--- config.mk ---
export PLATFORM = sky130hd
export DESIGN_NAME = pulse_frequency_duty_thermometer_flat
export DESIGN_NICKNAME = d
export VERILOG_FILES = /design/src/sv/pfdt_pkg.sv /design/src/sv/pfdt_if.sv /design/src/sv/pfdt_front.sv /design/src/sv/pfdt_queue.sv /design/src/sv/pfdt_div.sv /design/src/sv/pfdt_back.sv /design/src/sv/pulse_frequency_duty_thermometer.sv /design/src/flat_wrapper.sv
export VERILOG_INCLUDE_DIRS = /design/src /design/src/sv
export SDC_FILE = /design/constraint.sdc
export NUM_CORES = 2
export LEC_CHECK = 0
export ABC_AREA = 1
export ABC_CLOCK_PERIOD_IN_PS = 24500
export BUFFER_PORTS_ARGS = -buffer_cell sky130_fd_sc_hd__buf_2
export CORE_MARGIN = 2
export CORE_UTILIZATION = 55
export DETAILED_ROUTE_END_ITERATION = 6
export GPL_ROUTABILITY_DRIVEN = 0
export MAX_ROUTING_LAYER = met4
export PLACE_DENSITY = 0.71
export SYNTH_ARGS = -nofsm -noshare
export SYNTH_HDL_FRONTEND = slang
export SYNTH_HIERARCHICAL = 1
export SYNTH_SLANG_ARGS = --single-unit
--- constraint.sdc ---
create_clock -name clk -period 24.5 [get_ports clk]
set_input_delay 3.675 -clock clk [delete_from_list [all_inputs] [get_ports clk]]
set_output_delay 3.675 -clock clk [all_outputs]
set_load 0.1 [all_outputs]
--- src/sv/pulse_frequency_duty_thermometer_macros.svh ---
// Assertion helpers for the thermometer block.
`ifndef PULSE_FREQUENCY_DUTY_THERMOMETER_MACROS_SVH
`define PULSE_FREQUENCY_DUTY_THERMOMETER_MACROS_SVH

`ifndef SYNTHESIS
`define PFDT_ASSERT(label, clk, rst, prop) \
  label: assert property (@(posedge clk) disable iff (rst) prop) \
    else $error("pfdt: property failed");
`define PFDT_NEVER(label, clk, rst, cond) \
  label: assert property (@(posedge clk) disable iff (rst) !(cond)) \
    else $error("pfdt: forbidden condition seen");
`else
`define PFDT_ASSERT(label, clk, rst, prop)
`define PFDT_NEVER(label, clk, rst, cond)
`endif

`endif

--- src/sv/pfdt_pkg.sv ---
package pfdt_pkg;

  localparam int COUNT_BITS_DEFAULT = 16;

  localparam int CNT_W       = 16;
  localparam int PERIOD_W    = 10;
  localparam int SUM_W       = 27;
  localparam int DIV_W       = 32;
  localparam int DUTY_W      = 14;
  localparam int AVG_W       = 27;
  localparam int FREQ_W      = 26;
  localparam int TEMP_W      = 22;
  localparam int BAND_W      = 3;
  localparam int THRESH_W    = 10;
  localparam int REM_W       = 4;
  localparam int CFG_DATA_W  = 16;
  localparam int CFG_INDEX_W = 1;
  localparam int QUEUE_DEPTH = 2;

  localparam logic [CFG_INDEX_W-1:0] REG_WINDOW = 1'd0;
  localparam logic [CFG_INDEX_W-1:0] REG_PERIOD = 1'd1;

  localparam logic [CNT_W-1:0]    WINDOW_RESET = 16'd5000;
  localparam logic [PERIOD_W-1:0] PERIOD_RESET = 10'd50;

  localparam int DUTY_SCALE = 10000;
  localparam int FREQ_NUM   = 100000000;
  localparam int TEMP_NUM   = 1000000;

  localparam logic [BAND_W-1:0] BAND_FIRST = 3'd0;
  localparam logic [BAND_W-1:0] BAND_LAST  = 3'd5;

  // One finished window, handed from the front to the back.
  typedef struct packed {
    logic             ok;
    logic [CNT_W-1:0] high;
    logic [CNT_W-1:0] total;
    logic [SUM_W-1:0] sum;
    logic [DIV_W-1:0] divisor;
  } pfdt_snap_t;

  typedef struct packed {
    logic       valid;
    pfdt_snap_t snap;
  } pfdt_push_t;

  typedef struct packed {
    logic full;
    logic empty;
  } pfdt_qstat_t;

  typedef struct packed {
    logic             start;
    logic [DIV_W-1:0] num;
    logic [DIV_W-1:0] den;
  } pfdt_div_req_t;

  typedef struct packed {
    logic             done;
    logic [DIV_W-1:0] quo;
  } pfdt_div_rsp_t;

  // Upper frequency edge of each band, in Hz.
  function automatic logic [THRESH_W-1:0] band_thresh(input logic [BAND_W-1:0] b);
    logic [THRESH_W-1:0] t;
    case (b)
      3'd0:    t = 10'd115;
      3'd1:    t = 10'd180;
      3'd2:    t = 10'd260;
      3'd3:    t = 10'd440;
      default: t = 10'd655;
    endcase
    return t;
  endfunction

  // Slope in thousandths times one million.
  function automatic logic [DIV_W-1:0] band_coef_num(input logic [BAND_W-1:0] b);
    logic [DIV_W-1:0] c;
    case (b)
      3'd0:    c = 32'd300000000;
      3'd1:    c = 32'd100000000;
      3'd2:    c = 32'd90000000;
      3'd3:    c = 32'd70000000;
      3'd4:    c = 32'd40000000;
      default: c = 32'd30000000;
    endcase
    return c;
  endfunction

  // The offset in thousandths is split as 10 * base + rem with rem in 0..9, so the
  // division that remains has a nonnegative numerator.
  function automatic logic [REM_W-1:0] band_rem(input logic [BAND_W-1:0] b);
    logic [REM_W-1:0] r;
    case (b)
      3'd2:    r = 4'd1;
      default: r = 4'd0;
    endcase
    return r;
  endfunction

  function automatic logic signed [TEMP_W-1:0] band_base(input logic [BAND_W-1:0] b);
    logic signed [TEMP_W-1:0] v;
    case (b)
      3'd0:    v = -22'sd1990;
      3'd1:    v = 22'sd55;
      3'd2:    v = 22'sd423;
      3'd3:    v = 22'sd1028;
      3'd4:    v = 22'sd2021;
      default: v = 22'sd2633;
    endcase
    return v;
  endfunction

endpackage

--- src/sv/pfdt_if.sv ---
interface pfdt_sample_if ();
  logic valid;
  logic ready;
  logic level;

  modport source (output valid, output level, input ready);
  modport sink (input valid, input level, output ready);
endinterface

interface pfdt_result_if import pfdt_pkg::*; ();
  logic                     valid;
  logic                     ready;
  logic                     measure_ok;
  logic [DUTY_W-1:0]        duty_centi_pct;
  logic [AVG_W-1:0]         avg_period_us;
  logic [FREQ_W-1:0]        freq_centi_hz;
  logic signed [TEMP_W-1:0] temp_centi_deg;
  logic [BAND_W-1:0]        fit_band;

  modport source (
    output valid, output measure_ok, output duty_centi_pct, output avg_period_us,
    output freq_centi_hz, output temp_centi_deg, output fit_band, input ready
  );
  modport sink (
    input valid, input measure_ok, input duty_centi_pct, input avg_period_us,
    input freq_centi_hz, input temp_centi_deg, input fit_band, output ready
  );
endinterface

--- src/sv/pfdt_front.sv ---
module pfdt_front import pfdt_pkg::*; #(
  parameter int COUNT_BITS = COUNT_BITS_DEFAULT
) (
  input  logic                clk,
  input  logic                rst,
  input  logic [CNT_W-1:0]    window_samples,
  input  logic [PERIOD_W-1:0] sample_period_us,
  pfdt_sample_if.sink         sample,
  input  pfdt_qstat_t         q_stat,
  output pfdt_push_t          q_push
);

  logic [CNT_W-1:0]      sample_counter, sample_counter_next;
  logic [CNT_W-1:0]      high_count, high_count_next;
  logic                  have_level, have_level_next;
  logic                  run_level, run_level_next;
  logic [COUNT_BITS-1:0] run_length, run_length_next;
  logic [COUNT_BITS-1:0] runs_done, runs_done_next;
  logic [COUNT_BITS-1:0] prev_run, prev_run_next;
  logic [COUNT_BITS-1:0] prev_prev_run, prev_prev_run_next;
  logic [SUM_W-1:0]      period_sum_us, period_sum_us_next;

  logic [CNT_W-1:0]              win_eff;
  logic [PERIOD_W-1:0]           per_eff;
  logic [COUNT_BITS:0]           pair;
  logic [COUNT_BITS+PERIOD_W:0]  pair_time;
  logic                          accept;
  logic                          window_done;

  assign sample.ready = !q_stat.full;
  assign accept       = sample.valid && sample.ready;

  assign win_eff   = (window_samples == '0) ? CNT_W'(1) : window_samples;
  assign per_eff   = (sample_period_us == '0) ? PERIOD_W'(1) : sample_period_us;
  assign pair      = {1'b0, prev_prev_run} + {1'b0, prev_run};
  assign pair_time = pair * per_eff;

  always_comb begin
    high_count_next    = high_count + CNT_W'(sample.level);
    have_level_next    = 1'b1;
    run_level_next     = run_level;
    run_length_next    = run_length;
    runs_done_next     = runs_done;
    prev_run_next      = prev_run;
    prev_prev_run_next = prev_prev_run;
    period_sum_us_next = period_sum_us;

    if (!have_level) begin
      run_level_next  = sample.level;
      run_length_next = COUNT_BITS'(1);
    end else if (sample.level == run_level) begin
      run_length_next = (run_length == '1) ? run_length : run_length + COUNT_BITS'(1);
    end else begin
      // A run just closed: the two runs before it form one full period.
      if (runs_done >= COUNT_BITS'(2)) begin
        period_sum_us_next = period_sum_us + SUM_W'(pair_time);
      end
      prev_prev_run_next = prev_run;
      prev_run_next      = run_length;
      runs_done_next     = (runs_done == '1) ? runs_done : runs_done + COUNT_BITS'(1);
      run_level_next     = sample.level;
      run_length_next    = COUNT_BITS'(1);
    end

    sample_counter_next = sample_counter + CNT_W'(1);
    window_done         = (sample_counter_next >= win_eff);

    q_push.valid        = accept && window_done;
    q_push.snap.ok      = (runs_done_next >= COUNT_BITS'(3));
    q_push.snap.high    = high_count_next;
    q_push.snap.total   = sample_counter_next;
    q_push.snap.sum     = period_sum_us_next;
    q_push.snap.divisor = DIV_W'(runs_done_next - COUNT_BITS'(2));
  end

  always_ff @(posedge clk) begin
    if (rst || (accept && window_done)) begin
      sample_counter <= '0;
      high_count     <= '0;
      have_level     <= 1'b0;
      run_level      <= 1'b0;
      run_length     <= '0;
      runs_done      <= '0;
      prev_run       <= '0;
      prev_prev_run  <= '0;
      period_sum_us  <= '0;
    end else if (accept) begin
      sample_counter <= sample_counter_next;
      high_count     <= high_count_next;
      have_level     <= have_level_next;
      run_level      <= run_level_next;
      run_length     <= run_length_next;
      runs_done      <= runs_done_next;
      prev_run       <= prev_run_next;
      prev_prev_run  <= prev_prev_run_next;
      period_sum_us  <= period_sum_us_next;
    end
  end

endmodule

--- src/sv/pfdt_queue.sv ---
module pfdt_queue import pfdt_pkg::*; (
  input  logic        clk,
  input  logic        rst,
  input  pfdt_push_t  q_push,
  input  logic        pop,
  output pfdt_snap_t  head,
  output pfdt_qstat_t q_stat
);

  localparam int PTR_W   = (QUEUE_DEPTH > 1) ? $clog2(QUEUE_DEPTH) : 1;
  localparam int COUNT_W = $clog2(QUEUE_DEPTH + 1);

  pfdt_snap_t         entries [QUEUE_DEPTH];
  logic [PTR_W-1:0]   wr_ptr;
  logic [PTR_W-1:0]   rd_ptr;
  logic [COUNT_W-1:0] count;
  logic               do_push;
  logic               do_pop;

  assign q_stat.full  = (count == COUNT_W'(QUEUE_DEPTH));
  assign q_stat.empty = (count == '0);
  assign head         = entries[rd_ptr];

  assign do_push = q_push.valid && !q_stat.full;
  assign do_pop  = pop && !q_stat.empty;

  always_ff @(posedge clk) begin
    if (do_push) begin
      entries[wr_ptr] <= q_push.snap;
    end
  end

  always_ff @(posedge clk) begin
    if (rst) begin
      wr_ptr <= '0;
      rd_ptr <= '0;
      count  <= '0;
    end else begin
      if (do_push) begin
        wr_ptr <= (wr_ptr == PTR_W'(QUEUE_DEPTH - 1)) ? '0 : wr_ptr + PTR_W'(1);
      end
      if (do_pop) begin
        rd_ptr <= (rd_ptr == PTR_W'(QUEUE_DEPTH - 1)) ? '0 : rd_ptr + PTR_W'(1);
      end
      if (do_push && !do_pop) begin
        count <= count + COUNT_W'(1);
      end else if (do_pop && !do_push) begin
        count <= count - COUNT_W'(1);
      end
    end
  end

endmodule

--- src/sv/pfdt_div.sv ---
module pfdt_div import pfdt_pkg::*; (
  input  logic          clk,
  input  logic          rst,
  input  pfdt_div_req_t req,
  output pfdt_div_rsp_t rsp
);

  localparam int STEP_W = $clog2(DIV_W + 1);

  logic              busy;
  logic              done;
  logic [STEP_W-1:0] steps;
  logic [DIV_W-1:0]  rem;
  logic [DIV_W-1:0]  quo;
  logic [DIV_W-1:0]  den;
  logic [DIV_W:0]    rem_sh;
  logic [DIV_W:0]    rem_sub;
  logic              fits;

  // Restoring division, one quotient bit per cycle.
  assign rem_sh  = {rem, quo[DIV_W-1]};
  assign rem_sub = rem_sh - {1'b0, den};
  assign fits    = (rem_sh >= {1'b0, den});

  assign rsp.done = done;
  assign rsp.quo  = quo;

  always_ff @(posedge clk) begin
    if (req.start) begin
      rem <= '0;
      quo <= req.num;
      den <= req.den;
    end else if (busy) begin
      rem <= fits ? rem_sub[DIV_W-1:0] : rem_sh[DIV_W-1:0];
      quo <= {quo[DIV_W-2:0], fits};
    end
  end

  always_ff @(posedge clk) begin
    if (rst) begin
      busy  <= 1'b0;
      done  <= 1'b0;
      steps <= '0;
    end else begin
      done <= 1'b0;
      if (req.start) begin
        busy  <= 1'b1;
        steps <= STEP_W'(DIV_W);
      end else if (busy) begin
        steps <= steps - STEP_W'(1);
        if (steps == STEP_W'(1)) begin
          busy <= 1'b0;
          done <= 1'b1;
        end
      end
    end
  end

endmodule

--- src/sv/pfdt_back.sv ---
module pfdt_back import pfdt_pkg::*; (
  input  logic          clk,
  input  logic          rst,
  input  pfdt_snap_t    head,
  input  pfdt_qstat_t   q_stat,
  output logic          pop,
  output pfdt_div_req_t div_req,
  input  pfdt_div_rsp_t div_rsp,
  pfdt_result_if.source result
);

  localparam logic [2:0] S_IDLE = 3'd0;
  localparam logic [2:0] S_DUTY = 3'd1;
  localparam logic [2:0] S_AVG  = 3'd2;
  localparam logic [2:0] S_FREQ = 3'd3;
  localparam logic [2:0] S_BAND = 3'd4;
  localparam logic [2:0] S_TEMP = 3'd5;
  localparam logic [2:0] S_OUT  = 3'd6;

  localparam int PROD_W = AVG_W + THRESH_W;

  logic [2:0]               state, state_next;
  pfdt_snap_t               snap;
  logic [DUTY_W-1:0]        duty;
  logic [AVG_W-1:0]         avg;
  logic [FREQ_W-1:0]        freq;
  logic signed [TEMP_W-1:0] temp;
  logic [BAND_W-1:0]        band;

  logic [AVG_W-1:0]  avg_quo;
  logic [PROD_W-1:0] band_prod;
  logic              band_stop;

  // Every period spans at least two samples, so a zero mean never shows up in
  // practice; it is still kept off the frequency divider.
  assign avg_quo   = (div_rsp.quo == '0) ? AVG_W'(1) : div_rsp.quo[AVG_W-1:0];
  assign band_prod = PROD_W'(band_thresh(band)) * PROD_W'(avg);

  always_comb begin
    if (band == BAND_LAST) begin
      band_stop = 1'b1;
    end else if (band == BAND_FIRST) begin
      band_stop = (PROD_W'(TEMP_NUM) < band_prod);
    end else begin
      band_stop = (PROD_W'(TEMP_NUM) <= band_prod);
    end
  end

  always_comb begin
    state_next    = state;
    pop           = 1'b0;
    div_req.start = 1'b0;
    div_req.num   = '0;
    div_req.den   = '0;
    case (state)
      S_IDLE: begin
        if (!q_stat.empty) begin
          pop           = 1'b1;
          div_req.start = 1'b1;
          div_req.num   = DIV_W'(head.high) * DIV_W'(DUTY_SCALE);
          div_req.den   = DIV_W'(head.total);
          state_next    = S_DUTY;
        end
      end
      S_DUTY: begin
        if (div_rsp.done) begin
          if (snap.ok) begin
            div_req.start = 1'b1;
            div_req.num   = DIV_W'(snap.sum);
            div_req.den   = snap.divisor;
            state_next    = S_AVG;
          end else begin
            state_next = S_OUT;
          end
        end
      end
      S_AVG: begin
        if (div_rsp.done) begin
          div_req.start = 1'b1;
          div_req.num   = DIV_W'(FREQ_NUM);
          div_req.den   = DIV_W'(avg_quo);
          state_next    = S_FREQ;
        end
      end
      S_FREQ: begin
        if (div_rsp.done) begin
          state_next = S_BAND;
        end
      end
      S_BAND: begin
        if (band_stop) begin
          div_req.start = 1'b1;
          div_req.num   = band_coef_num(band) + DIV_W'(band_rem(band)) * DIV_W'(avg);
          div_req.den   = (DIV_W'(avg) << 3) + (DIV_W'(avg) << 1);
          state_next    = S_TEMP;
        end
      end
      S_TEMP: begin
        if (div_rsp.done) begin
          state_next = S_OUT;
        end
      end
      S_OUT: begin
        if (result.ready) begin
          state_next = S_IDLE;
        end
      end
      default: begin
        state_next = S_IDLE;
      end
    endcase
  end

  always_ff @(posedge clk) begin
    if (rst) begin
      state <= S_IDLE;
    end else begin
      state <= state_next;
    end
  end

  always_ff @(posedge clk) begin
    case (state)
      S_IDLE: begin
        snap <= head;
        avg  <= '0;
        freq <= '0;
        temp <= '0;
        band <= BAND_FIRST;
      end
      S_DUTY: begin
        if (div_rsp.done) begin
          duty <= div_rsp.quo[DUTY_W-1:0];
        end
      end
      S_AVG: begin
        if (div_rsp.done) begin
          avg <= avg_quo;
        end
      end
      S_FREQ: begin
        if (div_rsp.done) begin
          freq <= div_rsp.quo[FREQ_W-1:0];
        end
      end
      S_BAND: begin
        if (!band_stop) begin
          band <= band + BAND_W'(1);
        end
      end
      S_TEMP: begin
        if (div_rsp.done) begin
          temp <= band_base(band) + $signed(div_rsp.quo[TEMP_W-1:0]);
        end
      end
      default: begin
      end
    endcase
  end

  assign result.valid          = (state == S_OUT);
  assign result.measure_ok     = snap.ok;
  assign result.duty_centi_pct = duty;
  assign result.avg_period_us  = avg;
  assign result.freq_centi_hz  = freq;
  assign result.temp_centi_deg = temp;
  assign result.fit_band       = band;

endmodule

--- src/sv/pulse_frequency_duty_thermometer.sv ---
// Pulse frequency and duty-cycle thermometer. The block takes one sampled pin
// level per transfer on the sample channel and, once every window_samples
// samples, delivers one result transfer carrying duty cycle, mean period,
// frequency, and a six-band fitted temperature with its band. The front end
// takes one sample per clock cycle whenever its two-entry window queue has room;
// a finished window does not stall it. The back end works through each
// window on one shared radix-2 divider (four divisions when the window saw at
// least three completed runs, one otherwise) plus a band search when it has
// enough runs, and the sample channel stalls only while the window queue is
// full. Registers: index 0 is window_samples, index 1 is sample_period_us;
// write them only while the block is idle.
`include "pulse_frequency_duty_thermometer_macros.svh"

module pulse_frequency_duty_thermometer import pfdt_pkg::*; #(
  parameter int COUNT_BITS = COUNT_BITS_DEFAULT
) (
  input  logic                   clk,
  input  logic                   rst,
  input  logic                   cfg_we,
  input  logic [CFG_INDEX_W-1:0] cfg_index,
  input  logic [CFG_DATA_W-1:0]  cfg_data,
  pfdt_sample_if.sink            sample,
  pfdt_result_if.source          result
);

  logic [CNT_W-1:0]    window_samples;
  logic [PERIOD_W-1:0] sample_period_us;

  pfdt_push_t    q_push;
  pfdt_qstat_t   q_stat;
  pfdt_snap_t    head;
  logic          pop;
  pfdt_div_req_t div_req;
  pfdt_div_rsp_t div_rsp;

  always_ff @(posedge clk) begin
    if (rst) begin
      window_samples   <= WINDOW_RESET;
      sample_period_us <= PERIOD_RESET;
    end else if (cfg_we) begin
      case (cfg_index)
        REG_WINDOW: window_samples   <= cfg_data[CNT_W-1:0];
        REG_PERIOD: sample_period_us <= cfg_data[PERIOD_W-1:0];
        default: begin
        end
      endcase
    end
  end

  pfdt_front #(
    .COUNT_BITS (COUNT_BITS)
  ) u_front (
    .clk              (clk),
    .rst              (rst),
    .window_samples   (window_samples),
    .sample_period_us (sample_period_us),
    .sample           (sample),
    .q_stat           (q_stat),
    .q_push           (q_push)
  );

  pfdt_queue u_queue (
    .clk    (clk),
    .rst    (rst),
    .q_push (q_push),
    .pop    (pop),
    .head   (head),
    .q_stat (q_stat)
  );

  pfdt_div u_div (
    .clk (clk),
    .rst (rst),
    .req (div_req),
    .rsp (div_rsp)
  );

  pfdt_back u_back (
    .clk     (clk),
    .rst     (rst),
    .head    (head),
    .q_stat  (q_stat),
    .pop     (pop),
    .div_req (div_req),
    .div_rsp (div_rsp),
    .result  (result)
  );

  `PFDT_NEVER(a_queue_overflow, clk, rst, q_push.valid && q_stat.full)
  `PFDT_ASSERT(a_no_measure_zero, clk, rst, (result.valid && !result.measure_ok) |-> (result.avg_period_us == '0 && result.freq_centi_hz == '0 && result.fit_band == BAND_FIRST))
  `PFDT_ASSERT(a_band_range, clk, rst, result.valid |-> (result.fit_band <= BAND_LAST))
  `PFDT_ASSERT(a_duty_range, clk, rst, result.valid |-> (result.duty_centi_pct <= DUTY_W'(DUTY_SCALE)))

endmodule

--- src/flat_wrapper.sv ---
// flat-port wrapper written by rule: the top's interface ports become plain ports
module pulse_frequency_duty_thermometer_flat import pfdt_pkg::*;
#(
  parameter int COUNT_BITS = COUNT_BITS_DEFAULT
)
  (clk, rst, cfg_we, cfg_index, cfg_data, sample_valid, sample_level, sample_ready, result_valid, result_measure_ok, result_duty_centi_pct, result_avg_period_us, result_freq_centi_hz, result_temp_centi_deg, result_fit_band, result_ready);
  pfdt_sample_if sample_i ();
  pfdt_result_if result_i ();
  input  logic clk;
  input  logic rst;
  input  logic cfg_we;
  input  logic [CFG_INDEX_W-1:0] cfg_index;
  input  logic [CFG_DATA_W-1:0] cfg_data;
  input wire logic [$bits(sample_i.valid)-1:0] sample_valid;
  input wire logic [$bits(sample_i.level)-1:0] sample_level;
  output wire logic [$bits(sample_i.ready)-1:0] sample_ready;
  output wire logic [$bits(result_i.valid)-1:0] result_valid;
  output wire logic [$bits(result_i.measure_ok)-1:0] result_measure_ok;
  output wire logic [$bits(result_i.duty_centi_pct)-1:0] result_duty_centi_pct;
  output wire logic [$bits(result_i.avg_period_us)-1:0] result_avg_period_us;
  output wire logic [$bits(result_i.freq_centi_hz)-1:0] result_freq_centi_hz;
  output wire logic [$bits(result_i.temp_centi_deg)-1:0] result_temp_centi_deg;
  output wire logic [$bits(result_i.fit_band)-1:0] result_fit_band;
  input wire logic [$bits(result_i.ready)-1:0] result_ready;
  assign sample_i.valid = sample_valid;
  assign sample_i.level = sample_level;
  assign sample_ready = sample_i.ready;
  assign result_valid = result_i.valid;
  assign result_measure_ok = result_i.measure_ok;
  assign result_duty_centi_pct = result_i.duty_centi_pct;
  assign result_avg_period_us = result_i.avg_period_us;
  assign result_freq_centi_hz = result_i.freq_centi_hz;
  assign result_temp_centi_deg = result_i.temp_centi_deg;
  assign result_fit_band = result_i.fit_band;
  assign result_i.ready = result_ready;
  pulse_frequency_duty_thermometer #(.COUNT_BITS(COUNT_BITS)) u_core (.clk(clk), .rst(rst), .cfg_we(cfg_we), .cfg_index(cfg_index), .cfg_data(cfg_data), .sample(sample_i), .result(result_i));
endmodule
-- Yosys cells after proc, flatten, opt, wreduce, memory -nomap -nowiden
Memories as Yosys holds them, arrays and structs flattened. A register that Yosys moved wholly into a read port is not among the register bits.
Cells that the tools add are included.
- add/subtract/negate cells: 17
- multipliers: 4
- $lt $le $gt $ge: 6
- eq/ne operators: 26
- multiplexer cells: 68
- bitwise gates (word level): 3
- reduce and logical (&&, ||, !) cells: 36
- operator list (operator ; count):
    65-bit two-way mux ; 5
    65-bit one-hot mux with 4 select lines ; 1
    32-bit two-way mux ; 5
    29-bit one-hot mux with 5 select lines ; 1
    27-bit two-way mux ; 5
    16-bit two-way mux ; 7
    22-bit one-hot mux with 5 select lines ; 1
    22-bit two-way mux ; 3
    27-bit one-hot mux with 2 select lines ; 1
    26-bit one-hot mux with 2 select lines ; 1
    16-bit by 1-bit adder with 16-bit output, second input constant ; 3
    22-bit one-hot mux with 2 select lines ; 1
    10-bit one-hot mux with 4 select lines ; 1
    20-bit by 37-bit less-or-equal comparator with 1-bit output, first input constant ; 1
    20-bit by 37-bit < comparator with 1-bit output, first input constant ; 1
    10-bit by 27-bit multiplier with 37-bit output ; 1
    33-bit by 32-bit greater-or-equal comparator with 1-bit output ; 1
    32-bit by 31-bit adder with 32-bit output ; 1
    16-bit == test, second input constant ; 2
    16-bit by 2-bit greater-or-equal comparator with 1-bit output, second input constant ; 2
    32-bit logical NOT ; 1
    32-bit subtractor ; 1
    30-bit by 28-bit adder with 31-bit output ; 1
    4-bit by 27-bit multiplier with 31-bit output ; 1
    45 further kinds ; 112
- register bits: 414
- RAM bits: 184
- bits of input ports: 23
- output and inout bits: 95
- word-level logic and storage cells: 191
- memories kept: 1
- memories (name ; depth ; width ; read ports ; clocked after Yosys merged registers in ; wr ports ; RTL line ; RTL):
    u_core.u_queue.entries ; 2 ; 92 ; 1 ; 1 ; 1 ; pfdt_queue.sv:13 ; pfdt_snap_t entries [QUEUE_DEPTH];

-- Logic depth before layout (Yosys ltp)
- depth in word-level cells: 13
- mapped depth: 50
- mapped depth without buffers: 45

-- By module
The synthesis kept the hierarchy.
- modules (own cells, without submodules) (module ; times used ; cells an instance ; area each (um2) ; sequential area each (um2)):
    pfdt_back ; 1 ; 2789 ; 21909.8 ; 4624.4
    pfdt_front ; 1 ; 2132 ; 14605.3 ; 2502.4
    pfdt_queue ; 1 ; 323 ; 7284.5 ; 5625.4
    pfdt_div ; 1 ; 998 ; 6905.4 ; 2722.6
    pulse_frequency_duty_thermometer ; 1 ; 140 ; 1007.2 ; 520.5

-- Least setup slack after synthesis
Ideal clock, no wire load.
- path type: register to register
- start point: register u_core.u_back.band[0] (netlist: u_core/u_back/result.fit_band[0])
- end point: register u_core.u_div.quo[0] (enable)
- arrival time: 9.415 ns
- data required time: 24.090 ns
- path slack: 14.676 ns
- stages on the path, launching flop included: 44
- period minus slack after synthesis: 9.824 ns
- cell sequence: edfxtp_1 inv_1 ha_1 nand2_1 inv_1 buf_2 nor2_1 nor2_1 clkinv_1 clkbuf_1 nand2_1 fa_1 inv_1 fa_1 inv_1 fa_1 inv_1 fa_1 (+8 left out) nand2_1 nand2_1 nand2_1 nand2_1 nor2_1 nand3_1 nor2_1 nand2_1 nand2_1 nor2_2 nand2_2 nand2_4 buf_6 nand4_1 clkbuf_1 nor2_1 inv_1 clkbuf_1
- RTL lines (item ; RTL line ; RTL):
    from (decl) ; pfdt_back.sv:28 ; logic [BAND_W-1:0] band;
    from (signal assigned) ; pfdt_back.sv:148 ; band <= band + BAND_W'(1);
    to (signal assigned) ; pfdt_div.sv:31 ; quo <= req.num;
    to (signal assigned) ; pfdt_div.sv:35 ; quo <= {quo[DIV_W-2:0], fits};
    to (decl) ; pfdt_div.sv:14 ; logic [DIV_W-1:0] quo;

==> reports/metrics.yaml <==
run_status: "finished, violations left"
violations: "DRC"
drive_above_1_share_pct: 7.79
floorplan.initialDensity_pct: 55.5
via_per_instance_ratio: 5.47
numClockSinks: 599
cts_tree: "built"
crit_path_max_fanout: 66
critPathBufInv: 9
synth.yosys.seq_area_share_pct: 30.9
fin_tns_setup_ps: 0
worst_setup_hold_path_clk_slew_ps: 60
synth_async_sr_flop_share_pct: 0
post_synth_inst_count: 6382
drv_slew: 0
remaining_drc_errors: 3
initialDrtViolationCount: 3398
route.final.wire_length_um: 139000
antenna_violations_before_repair: 1
groute.usage.overall_pct: 29.7
fillCellCount: 8310
finalHoldWorstSlack_ps: 466
fmax_ghz: 0.0879
crit_path_end_kind: "register"
numPortBuffers: 117
period_needed_ps: 11370
die_h_um: 311
chipWidth_um: 311
mostFrequentLayoutCells: "sky130_fd_sc_hd__nand2_1, sky130_fd_sc_hd__inv_1, sky130_fd_sc_hd__nor2_1"
overflow: 0
yosys_register_bits: 599
vias: 42300
floorplan.die_area_um2: 96500
clock_tree.htree_level_count: 3
crit_required_ps: 24750
critical_path.top_delay_family: "simple AND/OR/NAND/NOR gates"
flow.area_growth_from_synthesis_pct: 7.42
post_cts.resized_instances: 0
dp_hpwl_um: 108000
row_count: 112
type_of_the_tightest_min_delay_check: "reg2reg"
mappedNetlistArea_um2: 51700
drt_pre_antenna_iters: 7
routedWlPerCell_um: 17.9
period_share_pct: 46.4
slew_headroom_pct: 14.7
crit_path_start_kind: "register"
final.setup_skew_ps: 50.5
grt_first_pass_wirelength_um: 222000
antenna_violating_nets_left: 0
report.final.setup_viol: 0
grt_start_max_net_pins: 76
postSynth.topFlopCell: "sky130_fd_sc_hd__edfxtp_1"
hold_buffers: 0
ios: 118
vias_in_the_first_global_route: 41798
clock_insertion_delay_worst_skew_ps: 650
ys_types: 66
most_repeated_library_cell_on_the_critical_path: "sky130_fd_sc_hd__nor2_1"
cts_buffer_depth: 3
tritoncts_buffers: 69
yosysWarningCount: 6
post_synth.cell_area_avg_um2: 8.10
post_cts.repair.setup_buffers: 0
finalNetCount: 7200
number_of_enable_type_register_cells_in_the_synthesized_netlist: 400
clock-root-buffer: "sky130_fd_sc_hd__clkbuf_16"
cp_data_arrival_time_ps: 11620
report.final.hold_viol_count: 0
slowest_cell_on_the_critical_path: "sky130_fd_sc_hd__clkinv_1"
worst_path_largest_cell_delay_ps: 770
kind_of_critical_path: "reg2reg"
worst_slew_pin_slew_ps: 1280
mostFrequentLayoutCell: "sky130_fd_sc_hd__nand2_1"
rsz0062_at_grt: "no"
core_um2: 93200
max_cap_violations: 0
-- layout make-up --
type                    count  area (um2)  area share (%)
diodes                      1        2.50         0.00450
clock inverters            41         470           0.847
well taps                1254        1570            2.82
repair buffers            144         801            1.44
clock buffers              86        1900            3.43
inverters                1215        4560            8.21
multi-input cells        4399       30200            54.4
flip-flops and latches    599       16000            28.8
-- stage by stage --
stage | cells | cell area [um2] | util [%] | setup WS (ps)
3_5_place_dp | 7611 | 53200 | 57.1 | 13390
5_1_grt | 7739 | 55500 | 59.6 | 12390
4_1_cts | 7738 | 55500 | 59.6 | 13370
6_report | 7739 | 55500 | 59.6 | 13130
2_1_floorplan | 6383 | 51700 | - | 14680
3_3_place_gp | 7611 | 53200 | 57.1 | 13680
-- Yosys cell counts (all sizes together), types with 2 or more instances --
cell | n | area (um2)
nor3b | 8 | 60.1
a31oi | 9 | 56.3
o221ai | 3 | 26.3
ha | 367 | 4590
nor3 | 51 | 280
and2 | 10 | 62.6
xnor2 | 49 | 437
xor2 | 63 | 552
nand3 | 351 | 1850
nand4 | 63 | 400
o21ai | 222 | 1120
inv | 1205 | 4530
a21boi | 6 | 45.0
o31ai | 3 | 22.5
dfxtp | 199 | 3980
a21oi | 327 | 1640
nand2 | 1546 | 5900
o21bai | 23 | 176
or2 | 22 | 138
a31o | 2 | 17.5
clkbuf | 97 | 364
buf | 73 | 609
mux2 | 92 | 1340
clkinv | 10 | 37.5
a221oi | 14 | 123
fa | 382 | 7650
and3 | 3 | 18.8
o21a | 13 | 97.6
nor2 | 640 | 2510
nand3b | 30 | 225
edfxtp | 400 | 12000
o211ai | 40 | 420
a22oi | 14 | 105
nor4 | 22 | 138
a21o | 15 | 113
-- logic make-up after synthesis --
family | after synthesis | synth area share, %
other | 1 | 0.00725
adder cells (fa/ha/maj) | 749 | 23.7
XOR/XNOR | 112 | 1.91
AND/OR/NAND/NOR | 2746 | 22.4
multiplexers | 92 | 2.58
flip-flops | 599 | 30.9
buffers and inverters | 1385 | 10.7
AO/OA/AOI/OAI | 698 | 7.78
-- final timing paths --
path	depth (start not counted)	slack, ps	from	endpoint
setup reg to reg	36	13130	u_core/u_back/result.fit_band[0]	u_core/u_div/quo[13]
setup / recovery	36	13130	u_core/u_back/result.fit_band[0]	u_core/u_div/quo[13]
hold / removal	2	470	u_core/u_front/sample_counter[13]	u_core/u_front/sample_counter[13]
hold reg to reg	2	470	u_core/u_front/sample_counter[13]	u_core/u_front/sample_counter[13]
-- worst reg2reg max path: cells and delay by family (launching register included) --
| kind | cells | cell delay, ps |
|---|---|---|
| AND/OR/NAND/NOR | 20 | 4250 |
| buffers and inverters | 9 | 3090 |
| flip-flops | 1 | 480 |
| adder cells (fa/ha/maj) | 7 | 3120 |
-- routing by layer --
metal,wire [um],global-route usage (%),part of all wire [%]
met1,56000,36.3,40
met2,64700,48.0,47
met3,10500,4.84,7.5
met4,7530,14.2,5.4
met5,0,-,0
-- flip-flops by register name (all words and copies together), names as in the netlist, 2 cells and up, named ones only --
name                                 cells
u_core/u_queue/entries                 184
u_core/u_back/snap                      59
u_core/u_div/den                        32
u_core/u_div/quo                        32
u_core/u_div/rem                        32
u_core/u_back/result.avg_period_us      27
u_core/u_front/period_sum_us            27
u_core/u_back/result.freq_centi_hz      26
u_core/u_back/result.temp_centi_deg     22
u_core/u_front/high_count               16
u_core/u_front/prev_prev_run            16
u_core/u_front/prev_run                 16
u_core/u_front/run_length               16
u_core/u_front/runs_done                16
u_core/u_front/sample_counter           16
u_core/window_samples                   16
u_core/u_back/result.duty_centi_pct     14
u_core/sample_period_us                 10
u_core/u_div/steps                       6
u_core/u_back/result.fit_band            3
u_core/u_back/state                      3
u_core/u_queue/count                     2
Power is left out: the tool's default activity adds up to more than one toggle a clock period on the data nets, which glitch-free logic cannot reach.
